--- config.mk ---
export PLATFORM = sky130hd
export DESIGN_NAME = heating_failure_detector
export DESIGN_NICKNAME = d
export VERILOG_FILES = /design/src/rtl/core/hfd_pkg.sv /design/src/rtl/core/heating_failure_detector.sv /design/src/rtl/core/hfd_ram.sv /design/src/rtl/core/hfd_div.sv
export SDC_FILE = /design/constraint.sdc
export NUM_CORES = 1
export LEC_CHECK = 0
export BUFFER_PORTS_ARGS = -buffer_cell sky130_fd_sc_hd__buf_2
export CORE_UTILIZATION = 50
export CTS_CLUSTER_DIAMETER = 80
export DETAILED_ROUTE_END_ITERATION = 8
export PLACE_DENSITY = 0.65
export SYNTH_ARGS = -nofsm -noshare
export SYNTH_HDL_FRONTEND = slang
export SYNTH_SLANG_ARGS = --single-unit
--- constraint.sdc ---
create_clock -name i_clk -period 10.9 [get_ports i_clk]
set_input_delay 0 -clock i_clk [delete_from_list [all_inputs] [get_ports i_clk]]
set_output_delay 0 -clock i_clk [all_outputs]
set_load 0.02 [all_outputs]
--- src/rtl/core/hfd_pkg.sv ---
// Package: shared types and constants for the heating failure detector.
`timescale 1ns / 1ps
package hfd_pkg;
    localparam int MIN_RUN = 11;
    localparam int LEVEL_CHECK_LIMIT = 10;

    localparam logic [1:0] LVL_HEAT = 2'd1;
    localparam logic [1:0] LVL_HOLD = 2'd2;
    localparam logic [1:0] LVL_COOL = 2'd3;

    localparam logic [2:0] REG_FAIL_ENABLE = 3'd0;
    localparam logic [2:0] REG_MIN_TARGET  = 3'd1;
    localparam logic [2:0] REG_NEAR_BAND   = 3'd2;
    localparam logic [2:0] REG_HEAT_BAND   = 3'd3;
    localparam logic [2:0] REG_COOL_BAND   = 3'd4;
    localparam logic [2:0] REG_MIN_RISE    = 3'd5;
    localparam logic [2:0] REG_STRIKES     = 3'd6;

    typedef enum logic [3:0] {
        ST_IDLE,
        ST_RUN_RD,
        ST_RUN_CHK,
        ST_ACC_RD,
        ST_ACC,
        ST_MEAN,
        ST_DIV,
        ST_SCALE,
        ST_SDIV,
        ST_JUDGE,
        ST_OUT
    } t_state;

    typedef struct packed {
        logic       fail_enable;
        logic [9:0] min_active_target;
        logic [5:0] near_band;
        logic [9:0] heating_band;
        logic [9:0] cooling_band;
        logic [5:0] min_rise;
        logic [1:0] strikes_to_fail;
    } t_cfg;
endpackage

--- src/rtl/core/heating_failure_detector.sv ---
// Top level: heating failure detector with list memory and evaluation sequencer.
// A sample that does not complete the list goes straight to the result beat; one that
//   completes it goes through a run scan and, when a long heating run is checked, an
//   accumulate pass and three 24-step divisions on one serial divider.
// Throughput: one sample at a time; the next is taken once the result beat leaves.
// Reset: synchronous active-low; clears count, previous target, strikes, fault and result valid, loads defaults.
`timescale 1ns / 1ps
module heating_failure_detector
    import hfd_pkg::*;
#(
    parameter int LIST_SIZE = 20
) (
    input  logic        i_clk,
    input  logic        i_rst_n,
    input  logic        psel,
    input  logic        penable,
    input  logic        pwrite,
    input  logic [4:0]  paddr,
    input  logic [31:0] pwdata,
    output logic [31:0] prdata,
    output logic        pready,
    input  logic        i_valid,
    output logic        o_stall,
    input  logic [9:0]  i_target_temp,
    input  logic signed [10:0] i_current_temp,
    output logic        o_valid,
    input  logic        i_stall,
    output logic        o_heat_fail,
    output logic        o_fault_latched,
    output logic        o_check_done,
    output logic [5:0]  o_samples_held
);
    localparam int AW = $clog2(LIST_SIZE);
    localparam int CW = $clog2(LIST_SIZE + 1);

    t_cfg r_cfg;
    logic [2:0] w_reg;
    assign w_reg  = paddr[4:2];
    assign pready = 1'b1;

    always_ff @(posedge i_clk) begin
        if (!i_rst_n) begin
            r_cfg.fail_enable       <= 1'b1;
            r_cfg.min_active_target <= 10'd50;
            r_cfg.near_band         <= 6'd2;
            r_cfg.heating_band      <= 10'd20;
            r_cfg.cooling_band      <= 10'd10;
            r_cfg.min_rise          <= 6'd2;
            r_cfg.strikes_to_fail   <= 2'd2;
        end else if (psel && penable && pwrite) begin
            unique case (w_reg)
                REG_FAIL_ENABLE: r_cfg.fail_enable       <= pwdata[0];
                REG_MIN_TARGET:  r_cfg.min_active_target <= pwdata[9:0];
                REG_NEAR_BAND:   r_cfg.near_band         <= pwdata[5:0];
                REG_HEAT_BAND:   r_cfg.heating_band      <= pwdata[9:0];
                REG_COOL_BAND:   r_cfg.cooling_band      <= pwdata[9:0];
                REG_MIN_RISE:    r_cfg.min_rise          <= pwdata[5:0];
                REG_STRIKES:     r_cfg.strikes_to_fail   <= pwdata[1:0];
                default: ;
            endcase
        end
    end

    always_comb begin
        unique case (w_reg)
            REG_FAIL_ENABLE: prdata = {31'd0, r_cfg.fail_enable};
            REG_MIN_TARGET:  prdata = {22'd0, r_cfg.min_active_target};
            REG_NEAR_BAND:   prdata = {26'd0, r_cfg.near_band};
            REG_HEAT_BAND:   prdata = {22'd0, r_cfg.heating_band};
            REG_COOL_BAND:   prdata = {22'd0, r_cfg.cooling_band};
            REG_MIN_RISE:    prdata = {26'd0, r_cfg.min_rise};
            REG_STRIKES:     prdata = {30'd0, r_cfg.strikes_to_fail};
            default:         prdata = '0;
        endcase
    end

    t_state r_state, n_state;
    logic [CW-1:0] r_count;
    logic [9:0]  r_prev;
    logic [1:0]  r_strikes;
    logic        r_fault;
    logic [9:0]  r_tgt;
    logic signed [10:0] r_cur;
    logic [1:0]  r_lead;
    logic [CW-1:0] r_run;
    logic [CW-1:0] r_idx;
    logic [CW-1:0] r_half;
    logic signed [16:0] r_sum0, r_sum1;
    logic signed [10:0] r_hi0, r_lo0, r_hi1, r_lo1;
    logic signed [23:0] r_val;
    logic        r_phase;
    logic        r_fail;
    logic        r_done;
    logic        r_ovalid;
    logic [1:0]  r_last_lvl;

    logic        ram_we;
    logic [AW-1:0] ram_addr;
    logic [10:0] temp_rd;
    logic [1:0]  lvl_rd;

    logic signed [11:0] w_err;
    logic [10:0] w_mag;
    logic [1:0]  w_level;

    hfd_ram #(.WIDTH(11), .DEPTH(LIST_SIZE)) u_temps (
        .i_clk(i_clk), .i_we(ram_we), .i_addr(ram_addr),
        .i_wdata(r_cur), .o_rdata(temp_rd));
    hfd_ram #(.WIDTH(2), .DEPTH(LIST_SIZE)) u_levels (
        .i_clk(i_clk), .i_we(ram_we), .i_addr(ram_addr),
        .i_wdata(w_level), .o_rdata(lvl_rd));

    logic        div_start, div_done;
    logic signed [23:0] div_num, div_quo;
    logic [5:0]  div_den;
    hfd_div u_div (.i_clk(i_clk), .i_rst_n(i_rst_n), .i_start(div_start),
        .i_num(div_num), .i_den(div_den), .o_done(div_done), .o_quo(div_quo));

    assign w_err = $signed({2'b00, r_tgt}) - $signed({r_cur[10], r_cur});
    assign w_mag = w_err[11] ? 11'(-w_err) : w_err[10:0];
    always_comb begin
        if (w_err > $signed({2'b00, r_cfg.heating_band}))       w_level = LVL_HEAT;
        else if (w_err > -$signed({2'b00, r_cfg.cooling_band})) w_level = LVL_HOLD;
        else                                                    w_level = LVL_COOL;
    end

    logic w_clr_a, w_clr_b, w_store;
    assign w_clr_a = (r_tgt < r_cfg.min_active_target) || (w_mag < {5'd0, r_cfg.near_band});
    assign w_clr_b = !w_clr_a && (r_prev != r_tgt);
    assign w_store = !w_clr_a && !w_clr_b && (w_level != LVL_COOL)
        && !((r_count != '0) && (r_count < CW'(LEVEL_CHECK_LIMIT))
             && (w_level != r_last_lvl));

    assign o_stall  = (r_state != ST_IDLE) || r_ovalid;
    assign ram_we   = (r_state == ST_RUN_RD) && w_store;
    assign o_valid  = r_ovalid;

    logic w_in_first, w_in_second;
    logic [CW-1:0] w_rd_idx;
    assign w_rd_idx    = r_idx - CW'(1);
    assign w_in_first  = w_rd_idx < r_half;
    assign w_in_second = !w_in_first && (w_rd_idx < CW'(r_half << 1));

    always_comb begin
        ram_addr = AW'(r_idx);
        if (r_state == ST_RUN_RD) ram_addr = AW'(r_count);
    end

    logic signed [23:0] w_mean_num;
    assign w_mean_num = r_phase ? 24'(r_sum1 - r_hi1 - r_lo1) : 24'(r_sum0 - r_hi0 - r_lo0);

    always_comb begin
        n_state = r_state;
        unique case (r_state)
            ST_IDLE:    if (i_valid && !o_stall) n_state = ST_RUN_RD;
            ST_RUN_RD:  n_state = (ram_we && (r_count == CW'(LIST_SIZE - 1)))
                                  ? ST_RUN_CHK : ST_OUT;
            ST_RUN_CHK: n_state = (r_idx == CW'(LIST_SIZE)) ? ST_ACC_RD : ST_RUN_CHK;
            ST_ACC_RD:  n_state = ((r_run < CW'(MIN_RUN)) || (r_lead != LVL_HEAT))
                                  ? ST_OUT : ST_ACC;
            ST_ACC:     n_state = (r_idx == CW'(LIST_SIZE)) ? ST_MEAN : ST_ACC;
            ST_MEAN:    n_state = ST_DIV;
            ST_DIV:     if (div_done) n_state = r_phase ? ST_SCALE : ST_MEAN;
            ST_SCALE:   n_state = ST_SDIV;
            ST_SDIV:    if (div_done) n_state = ST_JUDGE;
            ST_JUDGE:   n_state = ST_OUT;
            ST_OUT:     n_state = ST_IDLE;
            default:    n_state = ST_IDLE;
        endcase
    end

    always_comb begin
        div_start = 1'b0;
        div_num   = w_mean_num;
        div_den   = 6'(r_half - CW'(2));
        unique case (r_state)
            ST_MEAN:  div_start = 1'b1;
            ST_SCALE: begin
                div_start = 1'b1;
                div_num   = r_val * 24'(LIST_SIZE);
                div_den   = 6'(r_run);
            end
            default: ;
        endcase
    end

    always_ff @(posedge i_clk) begin
        if (!i_rst_n) begin
            r_state  <= ST_IDLE;
            r_count  <= '0;
            r_prev   <= '0;
            r_strikes <= '0;
            r_fault  <= 1'b0;
            r_ovalid <= 1'b0;
        end else begin
            r_state <= n_state;
            if (r_ovalid && !i_stall) r_ovalid <= 1'b0;
            unique case (r_state)
                ST_IDLE: begin
                    r_tgt  <= i_target_temp;
                    r_cur  <= i_current_temp;
                end
                ST_RUN_RD: begin
                    r_fail <= 1'b0;
                    r_done <= 1'b0;
                    if (w_clr_b) r_prev <= r_tgt;
                    if (ram_we) begin
                        r_last_lvl <= w_level;
                        r_count    <= r_count + CW'(1);
                    end else begin
                        r_count <= '0;
                    end
                    if (ram_we && (r_count == CW'(LIST_SIZE - 1))) begin
                        r_idx <= '0;
                        r_run <= '0;
                        r_phase <= 1'b1;
                    end
                end
                ST_RUN_CHK: begin
                    if (r_idx == CW'(1)) r_lead <= lvl_rd;
                    if (r_idx != '0) begin
                        if (r_phase && ((r_idx == CW'(1)) || (lvl_rd == r_lead)))
                            r_run <= r_run + CW'(1);
                        else
                            r_phase <= 1'b0;
                    end
                    r_idx <= r_idx + CW'(1);
                end
                ST_ACC_RD: begin
                    r_idx  <= '0;
                    r_half <= r_run >> 1;
                    r_sum0 <= '0;
                    r_sum1 <= '0;
                end
                ST_ACC: begin
                    if (r_idx != '0) begin
                        if (w_in_first) begin
                            r_sum0 <= r_sum0 + 17'($signed(temp_rd));
                            if (w_rd_idx == '0 || $signed(temp_rd) > r_hi0) r_hi0 <= temp_rd;
                            if (w_rd_idx == '0 || $signed(temp_rd) < r_lo0) r_lo0 <= temp_rd;
                        end else if (w_in_second) begin
                            r_sum1 <= r_sum1 + 17'($signed(temp_rd));
                            if (w_rd_idx == r_half || $signed(temp_rd) > r_hi1)
                                r_hi1 <= temp_rd;
                            if (w_rd_idx == r_half || $signed(temp_rd) < r_lo1)
                                r_lo1 <= temp_rd;
                        end
                    end
                    r_idx <= r_idx + CW'(1);
                    r_phase <= 1'b0;
                end
                ST_DIV: begin
                    if (div_done) begin
                        if (!r_phase) r_val <= div_quo;
                        else r_val <= div_quo - r_val;
                        r_phase <= 1'b1;
                    end
                end
                ST_SDIV:  if (div_done) r_val <= div_quo;
                ST_JUDGE: begin
                    if (r_val < $signed({18'd0, r_cfg.min_rise})) begin
                        if ((r_strikes + 2'd1) >= r_cfg.strikes_to_fail) begin
                            r_strikes <= '0;
                            if (r_cfg.fail_enable) begin
                                r_fault <= 1'b1;
                                r_fail  <= 1'b1;
                            end
                        end else begin
                            r_strikes <= r_strikes + 2'd1;
                        end
                    end else begin
                        r_strikes <= '0;
                    end
                end
                ST_OUT: begin
                    r_ovalid <= 1'b1;
                    if (r_count == CW'(LIST_SIZE)) begin
                        r_done  <= 1'b1;
                        r_count <= '0;
                    end
                end
                default: ;
            endcase
        end
    end

    assign o_heat_fail     = r_fail;
    assign o_fault_latched = r_fault;
    assign o_check_done    = r_done;
    assign o_samples_held  = 6'(r_count);

    a_idle_on_beat: assert property (@(posedge i_clk) disable iff (!i_rst_n)
        !(r_ovalid && r_state != ST_IDLE))
        else $error("result beat pending while busy");
    a_fail_latched: assert property (@(posedge i_clk) disable iff (!i_rst_n)
        !(o_valid && o_heat_fail && !o_fault_latched))
        else $error("fail without latched fault");
    a_count_range: assert property (@(posedge i_clk) disable iff (!i_rst_n)
        !(o_valid && o_samples_held > 6'(LIST_SIZE - 1)))
        else $error("list count out of range");
    a_hold_beat: assert property (@(posedge i_clk) disable iff (!i_rst_n)
        (o_valid && i_stall) |=> (o_valid && $stable({o_heat_fail, o_fault_latched,
                                                      o_check_done, o_samples_held})))
        else $error("stalled result beat changed");
endmodule

--- src/rtl/core/hfd_ram.sv ---
// Generic single-port synchronous RAM with registered read.
`timescale 1ns / 1ps
module hfd_ram #(
    parameter int WIDTH = 8,
    parameter int DEPTH = 16
) (
    input  logic                     i_clk,
    input  logic                     i_we,
    input  logic [$clog2(DEPTH)-1:0] i_addr,
    input  logic [WIDTH-1:0]         i_wdata,
    output logic [WIDTH-1:0]         o_rdata
);
    logic [WIDTH-1:0] r_mem [DEPTH];

    always_ff @(posedge i_clk) begin
        if (i_we) begin
            r_mem[i_addr] <= i_wdata;
        end
        o_rdata <= r_mem[i_addr];
    end
endmodule

--- src/rtl/core/hfd_div.sv ---
// Iterative signed divider, one quotient bit per cycle, truncating toward zero.
`timescale 1ns / 1ps
module hfd_div (
    input  logic               i_clk,
    input  logic               i_rst_n,
    input  logic               i_start,
    input  logic signed [23:0] i_num,
    input  logic [5:0]         i_den,
    output logic               o_done,
    output logic signed [23:0] o_quo
);
    logic [23:0] r_rem_num;
    logic [23:0] r_quo;
    logic [5:0]  r_rem;
    logic [5:0]  r_den;
    logic        r_neg;
    logic [4:0]  r_cnt;
    logic        r_busy;
    logic [6:0]  n_trial;
    logic [23:0] w_abs;

    assign w_abs   = i_num[23] ? 24'(-i_num) : i_num;
    assign n_trial = {r_rem, r_rem_num[23]};

    always_ff @(posedge i_clk) begin
        if (!i_rst_n) begin
            r_busy <= 1'b0;
            o_done <= 1'b0;
            r_cnt  <= '0;
        end else begin
            o_done <= 1'b0;
            if (i_start) begin
                r_busy    <= 1'b1;
                r_cnt     <= 5'd0;
                r_rem     <= '0;
                r_rem_num <= w_abs;
                r_den     <= i_den;
                r_neg     <= i_num[23];
                r_quo     <= '0;
            end else if (r_busy) begin
                r_rem_num <= {r_rem_num[22:0], 1'b0};
                if (n_trial >= {1'b0, r_den}) begin
                    r_rem <= 6'(n_trial - {1'b0, r_den});
                    r_quo <= {r_quo[22:0], 1'b1};
                end else begin
                    r_rem <= n_trial[5:0];
                    r_quo <= {r_quo[22:0], 1'b0};
                end
                r_cnt <= r_cnt + 5'd1;
                if (r_cnt == 5'd23) begin
                    r_busy <= 1'b0;
                    o_done <= 1'b1;
                end
            end
        end
    end

    assign o_quo = r_neg ? 24'(-r_quo) : r_quo;
endmodule
Word-level counts from Yosys, hierarchy flattened
Memory sizes are Yosys's and may differ from the RTL's. A register that Yosys moved wholly into a read port is not among the register bits.
Index checks and enable logic that the tools add are counted.
{"block": "word_totals", "regBits": 280, "latchBits": 0, "ram_bits": 260, "romBits": 0, "n_memories": 2}
{"memory": "u_temps.r_mem", "depth": 20, "word_bits": 11, "read_ports": 1, "rd_ports_with_merged_regs": 1, "write_ports": 1, "line": "hfd_ram.sv:13", "text": "logic [WIDTH-1:0] r_mem [DEPTH];"}
{"memory": "u_levels.r_mem", "depth": 20, "word_bits": 2, "read_ports": 1, "rd_ports_with_merged_regs": 1, "write_ports": 1, "line": "hfd_ram.sv:13"}
{"block": "op_classes", "addsub": 20, "mul": 1, "div": 0, "magnitude_cmp": 15, "eq_ne": 42, "shift": 0, "n_mux": 66, "bitwise_logic": 3, "reduce_logical": 76}
{"op": "$mux 24", "count": 10}
{"op": "$mux 17", "count": 5}
{"op": "$pmux 10 s7", "count": 1}
{"op": "$pmux 17 s2", "count": 2}
{"op": "$neg 24->24", "count": 2}
{"op": "$pmux 24 s2", "count": 1}
{"op": "$pmux 4 s10", "count": 1}
{"op": "$sub 18x11->19", "count": 2}
{"op": "$sub 17x11->18", "count": 2}
{"op": "$mux 5", "count": 7}
{"op": "$add 17x11->17", "count": 2}
{"op": "$ne 2x2->1 const B", "count": 13}
{"op": "$reduce_and 2->1", "count": 13}
{"op": "$reduce_and 5->1", "count": 5}
{"op": "$lt 24x7->1", "count": 1}
{"op": "$mul 24x4->22 const B", "count": 1}
{"op": "$sub 24x24->24", "count": 1}
{"op": "$gt 11x11->1", "count": 2}
{"op": "$lt 11x11->1", "count": 2}
{"op": "$mux 1", "count": 21}
{"op": "$add 5x1->5 const B", "count": 4}
{"op": "$eq 5x5->1 const B", "count": 4}
{"op": "$mux 4", "count": 5}
{"op": "$pmux 5 s2", "count": 2}
{"op": "other kinds (51)", "count": 114}

Longest topological paths before layout
Gate-level depths: netlist of run 1.
{"block": "logic_depth", "depth_word": 15, "depth_mapped": 20, "depth_no_buf": 19}

Cells and area by module
Synthesis of run 1 repeated with hierarchy kept, for this count alone.
{"block": "hier_totals", "cells_unflattened": 2933, "area_unflattened_um2": 32776.4}
{"mod": "heating_failure_detector", "n_inst": 1, "cells_each": 1989, "area_each_um2": 18298.8}
{"mod": "hfd_ram at u_temps", "n_inst": 1, "cells_each": 483, "area_each_um2": 8857.2}
{"mod": "hfd_div", "n_inst": 1, "cells_each": 364, "area_each_um2": 3867.5}
{"mod": "hfd_ram at u_levels", "n_inst": 1, "cells_each": 97, "area_each_um2": 1752.9}

Worst setup path after synthesis of run 1
OpenSTA, ideal clock, no wires.
{"block": "synth_timing", "kind": "register to register", "startpoint": "register r_cur[0]", "endpoint": "memory u_levels.r_mem[88][0] (netlist: u_levels.r_mem[11][0]) (enable)", "arrival_ps": 5244, "required_time_ps": 10500, "setup_slack_ps": 5257, "path_stages_with_launch": 19, "path_buffers": 0, "cell_sequence": "edfxtp_1 -> ha_1 -> inv_1 -> fa_1 -> a21o_1 -> a221oi_2 -> xnor2_1 -> ha_1 -> nand4_1 -> nor2_1 -> a21oi_1 -> o31ai_1 -> o211ai_1 -> o31a_1 -> clkinv_1 -> nand2_1 -> a311o_4 -> or3_4 -> nor3_1"}
{"block": "synth_between", "elab_cells_between_ends": 22}
{"element": "start, declared", "line": "heating_failure_detector.sv:83", "text": "logic signed [10:0] r_cur;"}
{"element": "start signal, assigned", "line": "heating_failure_detector.sv:201", "text": "r_cur <= i_current_temp;"}
{"element": "$sub 11x11->12 *", "line": "heating_failure_detector.sv:119", "text": "assign w_err = $signed({2'b00, r_tgt}) - $signed({r_cur[10], r_cur});"}
{"element": "$gt 12x11->1 *", "line": "heating_failure_detector.sv:122", "text": "if (w_err > $signed({2'b00, r_cfg.heating_band})) w_level = LVL_HEAT;"}
{"element": "$mux 2 *", "line": "heating_failure_detector.sv:122"}
{"element": "named net u_levels.i_wdata[1]", "line": "hfd_ram.sv:10", "text": "input logic [WIDTH-1:0] i_wdata,"}
{"element": "$ne 2x2->1", "line": "heating_failure_detector.sv:132", "text": "&& (w_level != r_last_lvl));"}
{"element": "$logic_and 1x1->1", "line": "heating_failure_detector.sv:132"}
{"element": "$logic_not 1->1", "line": "heating_failure_detector.sv:131", "text": "&& !((r_count != '0) && (r_count < CW'(LEVEL_CHECK_LIMIT))"}
{"element": "$logic_and 1x1->1 *", "line": "heating_failure_detector.sv:131"}
{"element": "$logic_and 1x1->1 *", "line": "heating_failure_detector.sv:135", "text": "assign ram_we = (r_state == ST_RUN_RD) && w_store;"}
{"element": "$mux 1 *", "line": "hfd_ram.sv:16", "text": "if (i_we) begin"}
{"element": "$mux 1 (not written as such) *", "line": "hfd_ram.sv:17", "text": "r_mem[i_addr] <= i_wdata;"}
{"element": "end, declared", "line": "hfd_ram.sv:13"}
Mark *: on every way through the listed nets, which the timed path passes. The rest lies on a longest branch.

Worst setup path after layout of run 1
{"block": "layout_timing", "startpoint": "register r_cur[5]", "endpoint": "memory u_temps.r_mem[14][4] (enable)"}
{"block": "layout_between", "elab_cells_between_ends": 22}
{"element": "$sub 11x11->12 *", "line": "heating_failure_detector.sv:119"}
{"element": "$gt 12x11->1 *", "line": "heating_failure_detector.sv:122"}
{"element": "$mux 2 *", "line": "heating_failure_detector.sv:122"}
{"element": "named net u_levels.i_wdata[1]", "line": "hfd_ram.sv:10"}
{"element": "$ne 2x2->1", "line": "heating_failure_detector.sv:132"}
{"element": "$logic_and 1x1->1", "line": "heating_failure_detector.sv:132"}
{"element": "$logic_not 1->1", "line": "heating_failure_detector.sv:131"}
{"element": "$logic_and 1x1->1 *", "line": "heating_failure_detector.sv:131"}
{"element": "$logic_and 1x1->1 *", "line": "heating_failure_detector.sv:135"}
{"element": "$mux 1 *", "line": "hfd_ram.sv:16"}
{"element": "$mux 1 (not written as such) *", "line": "hfd_ram.sv:17"}
{"element": "end, declared", "line": "hfd_ram.sv:13"}
Marked as above.

==> results of run 1 <==
==> what timing repair did <==
item                                   4_1_cts  5_1_grt
hold buffers                                41        0
endpoints found under the hold margin       78        0
resized for setup                            0        0
==> sequential cells by signal, indices dropped and copies added (netlist names), 6 cells and up <==
| name | flops |
|---|---|
| u_temps.r_mem | 220 |
| r_cfg | 45 |
| u_levels.r_mem | 40 |
| r_val | 24 |
| u_div.r_quo | 24 |
| u_div.r_rem_num | 24 |
| r_sum0 | 17 |
| r_sum1 | 17 |
| r_cur | 11 |
| r_hi0 | 11 |
| r_hi1 | 11 |
| r_lo0 | 11 |
| r_lo1 | 11 |
| u_temps.o_rdata | 11 |
| r_prev | 10 |
| r_tgt | 10 |
| u_div.r_den | 6 |
| u_div.r_rem | 6 |
==> synth_stat cells, drive strengths merged (12+ instances only) <==
cell type,n,share of area
a211oi,18,0.0048
a21o,54,0.012
a21oi,163,0.025
a31oi,20,0.0038
and2,39,0.0075
and3,16,0.0031
buf,49,0.0091
clkbuf,65,0.0075
dfxtp,88,0.054
edfxtp,465,0.43
fa,40,0.025
ha,252,0.097
inv,190,0.022
mux2i,79,0.024
mux4,65,0.045
nand2,203,0.023
nand2b,40,0.0077
nand3,57,0.0088
nand3b,13,0.0030
nand4,29,0.0056
nor2,272,0.031
nor2b,32,0.0061
nor3,68,0.011
nor4,12,0.0025
o211ai,33,0.0078
o21a,39,0.0090
o21ai,133,0.020
o31ai,17,0.0039
or2,12,0.0023
or3,23,0.0047
xnor2,101,0.027
xor2,60,0.016
==> cell usage in the layout (no fill, tap or decap), drive strengths merged, types with 57 or more instances in the layout <==
cell type  count
nand3         57
xor2          60
dfxtp         88
edfxtp       465
ha           252
clkbuf        71
mux2i         79
nor2         272
xnor2        101
inv          191
a21oi        163
buf           86
mux4          65
nand2        203
nor3          68
o21ai        133
==> power by group <==
group	total (uW)	switching, uW	internal [uW]	leakage, uW
Sequential	2770	237	2540	0.00494
Combinational	2050	1220	831	0.00803
Clock	2060	874	1190	0.000992
Total	6890	2330	4560	0.0140
==> area by class of cell <==
class	instances	area (um2)
clock inverter	42	428
tap	855	1070
clock buffer	71	1590
sequential	553	15700
multi-input combinational	2052	15700
inverter	191	717
fill	5364	28200
timing repair buffer	127	906
==> per-layer routing <==
layer / vias to the layer above / share of wire / wire [um] / GRT usage
met1: 11011 / 0.45 / 33800 / 0.306
met5: - / 0 / 0 / 0
met4: 0 / 0.021 / 1590 / 0.0622
li1: 10804 / - / - / -
met2: 491 / 0.49 / 36900 / 0.387
met3: 105 / 0.044 / 3310 / 0.0312
==> final timing paths <==
path | cells after the start | start | end | slack (ns)
max reg2reg | 18 | r_cur[5] | u_temps.r_mem[14][4] | 4.15
min | 2 | i_target_temp[9] | r_tgt[9] | 0.07
max | 18 | r_cur[5] | u_temps.r_mem[14][4] | 4.15
min reg2reg | 0 | u_levels.o_rdata[0] | r_lead[0] | 0.42
==> cells by family after synthesis <==
logic type	after synthesis
AND/OR/NAND/NOR	837
AO/OA/AOI/OAI	588
flip-flops	553
buffers and inverters	305
adder cells (fa/ha/maj)	292
XOR/XNOR	161
multiplexers	150
other	2
==> per-stage QoR <==
step	worst slack (ns)	power (uW)	cell area [um2]
finish	4.15	6890	36100
global route	3.67	7260	36100
CTS	4.15	6930	36100
detailed placement	4.17	4850	33700
global placement	4.32	4770	33700
floorplan	5.26	4260	32600
==> impl_metrics.env, run 1 <==
export IMPL_status="finished, final reports clean"
export IMPL_layout_nets=3343
export IMPL_tns_ns=0
export IMPL_crit_required_ns=11.16
export IMPL_syn_area_mm2=0.0326
export IMPL_min_path_type="input pin to flip-flop"
export IMPL_max_cap_violations=0
export IMPL_start_util=0.506
export IMPL_pin_count=109
export IMPL_rsz0062_at_grt="false"
export IMPL_core_mm2=0.0643
export IMPL_die_w_um=257
export IMPL_synth_seq_cells=553
export IMPL_instances_no_fill=3891
export IMPL_synth_top_family_by_area="simple AND/OR/NAND/NOR gates"
export IMPL_clk_pin_slew_worst_paths_ns=0.06
export IMPL_fin_crit_sh=0.619
export IMPL_yosys_area_share_simple=0.123
export IMPL_place_hpwl_mm=53.8
export IMPL_htree_num_levels=2
export IMPL_antenna_left=0
export IMPL_io_buffers=60
export IMPL_dr_pass1_iters=7
export IMPL_dp_cells=3737
export IMPL_min_period_ns=6.75
export IMPL_routabilityCongestion=0.886
export IMPL_grt_max_degree=65
export IMPL_cp_arrival_ns=7.01
export IMPL_ys_async_sr_fraction=0
export IMPL_clock_latency_ns=0.66
export IMPL_finalMaxSlewViolations=0
export IMPL_grt_pass1_vias=22434
export IMPL_ys_seq_area_frac=0.483
export IMPL_synth_ff_type="edfxtp_1"
export IMPL_cts_tree="built"
export IMPL_max_slew_margin=0.151
export IMPL_die_height_um=257
export IMPL_synth_edf_count=465
export IMPL_overflow=0
export IMPL_p_leak_uw=0.0140
export IMPL_drive_gt1_frac=0.101
export IMPL_holdWs_ns=0.0706
export IMPL_synth_mux_area_fraction=0.0713
export IMPL_wirelength_mm=75.6
export IMPL_post_cts_buffers=0
export IMPL_drc_errors=0
export IMPL_cpLargestDelayFamily="compound AO/OA/AOI/OAI gates"
export IMPL_routed_via_density=5.76
export IMPL_row_count=93
export IMPL_wl_per_cell_um=19.4
export IMPL_path_class="flip-flop to flip-flop"
export IMPL_cpMostUsedCell="ha_1"
export IMPL_fmax_mhz=148
export IMPL_antenna_found_initial=0
export IMPL_postLayoutCoreUtil=0.562
export IMPL_grt_usage=0.228
export IMPL_synth_compound_area_frac=0.119
export IMPL_cts_sinks=553
export IMPL_first_iter_violations=1855
export IMPL_critPathBufInv=2
export IMPL_end_kind="flip-flop"
export IMPL_synthAdderAreaFrac=0.121
export IMPL_clockBufferDepth=3
export IMPL_ys_warnings_count=0
export IMPL_synthXorXnorAreaFrac=0.0435
export IMPL_hold_viol=0
export IMPL_syn_to_final_growth_pct=11.0
export IMPL_cpMaxStageDelayCell="edfxtp_1"
export IMPL_root_buffer="clkbuf_16"
export IMPL_powerDensity_mw_per_mm2=191
export IMPL_avgSynthCellArea_um2=11.3
export IMPL_cp_max_fo=24
export IMPL_startpoint_type="flip-flop"
export IMPL_cpPeakStageDelay_ns=0.92
export IMPL_skew_ns=0.0676
export IMPL_ir_worst_vdd_uv=187
export IMPL_synthCells=2888
export IMPL_die_area_mm2=0.0661
export IMPL_antenna_cells=0
export IMPL_worst_pin_slew_ns=1.27
export IMPL_ys_types=96
export IMPL_dr_total_vias=22411
export IMPL_cts_inserted_buffers=61
export IMPL_cp_cell_sequence="inv_1 -> ha_1 -> o21a_1 -> o21ai_0 -> a21o_1 -> a21boi_0 -> ha_1 -> nand4_1 -> nor2_1 -> a21oi_1 -> o31ai_1 -> o211ai_1 -> o31a_1 -> clkinv_1 -> nand2_1 -> a311o_4 -> or3_4 -> nor3_2"
export IMPL_setup_viol=0
export IMPL_grt_first_pass_wirelength_mm=120
No activity file was read; power rests on OpenSTA's default activity.
==> inputs of run 2 (changes only) <==
--- a/config.mk
+++ b/config.mk
@@ -9,7 +9,7 @@
 export CORE_UTILIZATION = 50
 export CTS_CLUSTER_DIAMETER = 80
 export DETAILED_ROUTE_END_ITERATION = 8
-export PLACE_DENSITY = 0.65
+export PLACE_DENSITY = 0.68
 export SYNTH_ARGS = -nofsm -noshare
 export SYNTH_HDL_FRONTEND = slang
 export SYNTH_SLANG_ARGS = --single-unit
==> constraint.sdc (replaced) <==
create_clock -name i_clk -period 5.47 [get_ports i_clk]
set_input_delay 0 -clock i_clk [delete_from_list [all_inputs] [get_ports i_clk]]
set_output_delay 0 -clock i_clk [all_outputs]
set_load 0.02 [all_outputs]
==> run 2 against run 1 <==
Effect of this change: clock power is 100% higher; die area stayed put; power is 100% higher; sequential power is 94% higher; routed wire length is 0.92% higher; first-iteration DRC count is 0.97% lower; largest cell class unchanged.
==> impl_metrics.env, run 2 (same netlist as run 1, synthesis figures left out) <==
export IMPL_max_slew_margin=0.160
export IMPL_routabilityCongestion=0.911
export IMPL_grt_first_pass_wirelength_mm=121
export IMPL_min_path_type="input pin to flip-flop"
export IMPL_grt_usage=0.230
export IMPL_ir_worst_vdd_uv=335
export IMPL_finalMaxSlewViolations=0
export IMPL_htree_num_levels=2
export IMPL_row_count=93
export IMPL_tns_ns=0
export IMPL_rr_worst_depth=20
export IMPL_cp_max_fo=10
export IMPL_clockBufferDepth=3
export IMPL_p_leak_uw=0.0141
export IMPL_die_height_um=257
export IMPL_overflow=0
export IMPL_cts_sinks=553
export IMPL_drc_errors=0
export IMPL_core_mm2=0.0643
export IMPL_ff2ff_setup_slack_ns=0.39
export IMPL_startpoint_type="flip-flop"
export IMPL_dr_total_vias=22881
export IMPL_final_area_mm2=0.0365
export IMPL_hold_viol=0
export IMPL_cp_arrival_ns=5.44
export IMPL_start_util=0.506
export IMPL_antenna_found_initial=1
export IMPL_clock_latency_ns=0.67
export IMPL_timing_rr_end="u_temps.r_mem[19][5]"
export IMPL_place_hpwl_mm=54.4
export IMPL_grt_max_degree=65
export IMPL_wirelength_mm=76.3
export IMPL_layout_nets=3374
export IMPL_post_dp_cell_area_mm2=0.0340
export IMPL_fin_crit_sh=0.928
export IMPL_grt_pass1_vias=22701
export IMPL_min_from="i_target_temp[7]"
export IMPL_dr_pass1_iters=5
export IMPL_largest_reg_flops=220
export IMPL_dp_cells=3771
export IMPL_ff_latch_area_mm2=0.0157
export IMPL_syn_to_final_growth_pct=12.0
export IMPL_fillers=5332
export IMPL_rsz0062_at_grt="false"
export IMPL_multi_input_area_mm2=0.0157
export IMPL_min_period_ns=5.08
export IMPL_die_w_um=257
export IMPL_root_buffer="clkbuf_16"
export IMPL_drive_gt1_frac=0.114
export IMPL_instances_no_fill=3924
export IMPL_regMostFlops="u_temps.r_mem"
export IMPL_setup_viol=0
export IMPL_antenna_left=0
export IMPL_wl_per_cell_um=19.4
export IMPL_worst_pin_slew_ns=1.26
export IMPL_routed_via_density=5.83
export IMPL_crit_reg2reg_launch="r_tgt[0]"
export IMPL_path_class="flip-flop to flip-flop"
export IMPL_skew_ns=0.0548
export IMPL_die_area_mm2=0.0661
export IMPL_hold_end="r_tgt[7]"
export IMPL_final_common_cell="edfxtp_1"
export IMPL_end_kind="flip-flop"
export IMPL_cts_inserted_buffers=59
export IMPL_first_iter_violations=1837
export IMPL_power_uw=13800
export IMPL_crit_required_ns=5.83
export IMPL_holdPathStages=2
export IMPL_cts_tree="built"
export IMPL_powerDensity_mw_per_mm2=380
export IMPL_max_cap_violations=0
export IMPL_layout_common_cells="edfxtp_1, nor2_1, ha_1"
export IMPL_io_buffers=60
export IMPL_postLayoutCoreUtil=0.567
export IMPL_reg_largest_list="u_temps.r_mem (220), r_cfg (45), u_levels.r_mem (40)"
export IMPL_fmax_mhz=197
export IMPL_status="finished, final reports clean"
export IMPL_clk_pin_slew_worst_paths_ns=0.06
export IMPL_pin_count=109
## run 2: changes by cell type in the layout (fill, tap and decap cells not counted), sizes merged
cell and change:
buf +34, clkinv -5, dlygate4sd3 -1, clkinvlp +4, inv +1, diode +1, bufinv -2, clkbuf +1
## run 2: cell type report
class                           count  area share
Inverter                          191      0.0197
Clock buffer                       72      0.0450
Tap cell                          855      0.0293
Timing Repair Buffer              160      0.0326
Antenna cell                        1   0.0000686
Multi-Input combinational cell   2052       0.431
Sequential cell                   553       0.431
Clock inverter                     40      0.0114
## run 2: through the flow
stage / setup slack, ns / hold WS (ns)
after floorplan: -0.173 / 0.0989
after global placement: 0.516 / 0.177
after detailed placement: 0.430 / 0.179
after CTS: 0.414 / 0.0197
after global routing: 0.0908 / 0.0301
final: 0.392 / 0.0396
## run 2: what timing repair did
item / in CTS / in global routing
gates resized for setup: 0 / 0
hold buffers: 40 / 0
hold endpoints to repair: 75 / 0
buffers inserted: 0 / 0
## run 2: worst max-delay path by stage
stage	from	end	slack, ns	depth (start not counted)
after CTS	r_tgt[0]	u_temps.r_mem[19][1]	0.41	20
final	r_tgt[0]	u_temps.r_mem[19][5]	0.39	20
after global placement	r_tgt[0]	u_temps.r_mem[19][4]	0.52	20
after detailed placement	r_tgt[0]	u_temps.r_mem[19][1]	0.43	20
after floorplan	r_cur[0]	u_levels.r_mem[11][0]	-0.17	18
after global routing	r_tgt[0]	u_temps.r_mem[19][1]	0.09	20
## run 2: worst max-delay path: stages, from the launching register on
cell	delay, ns
edfxtp_1	0.42
inv_1	0.10
ha_1	0.16
inv_1	0.05
fa_1	0.40
a21o_1	0.20
a221oi_2	0.33
xnor2_1	0.14
ha_1	0.31
nand4_1	0.12
nor2_1	0.21
a21oi_1	0.09
o31ai_1	0.25
o211ai_1	0.12
o31a_1	0.33
clkinv_1	0.10
nand2_1	0.07
a311o_4	0.46
or3_1	0.38
nor2_1	0.28
buf_4	0.25
## run 2: power by group
group | internal, uW | switching [uW]
clock | 2350 | 1780
sequential | 5040 | 314
combinational | 1750 | 2610
total | 9150 | 4700
## run 2: routing by layer
layer | global-route usage | part of all wire | vias to the layer above
met5 | 0 | 0 | -
met4 | 0.0660 | 0.023 | 0
met3 | 0.0259 | 0.049 | 117
met2 | 0.388 | 0.49 | 617
met1 | 0.312 | 0.44 | 11283
li1 | - | - | 10864
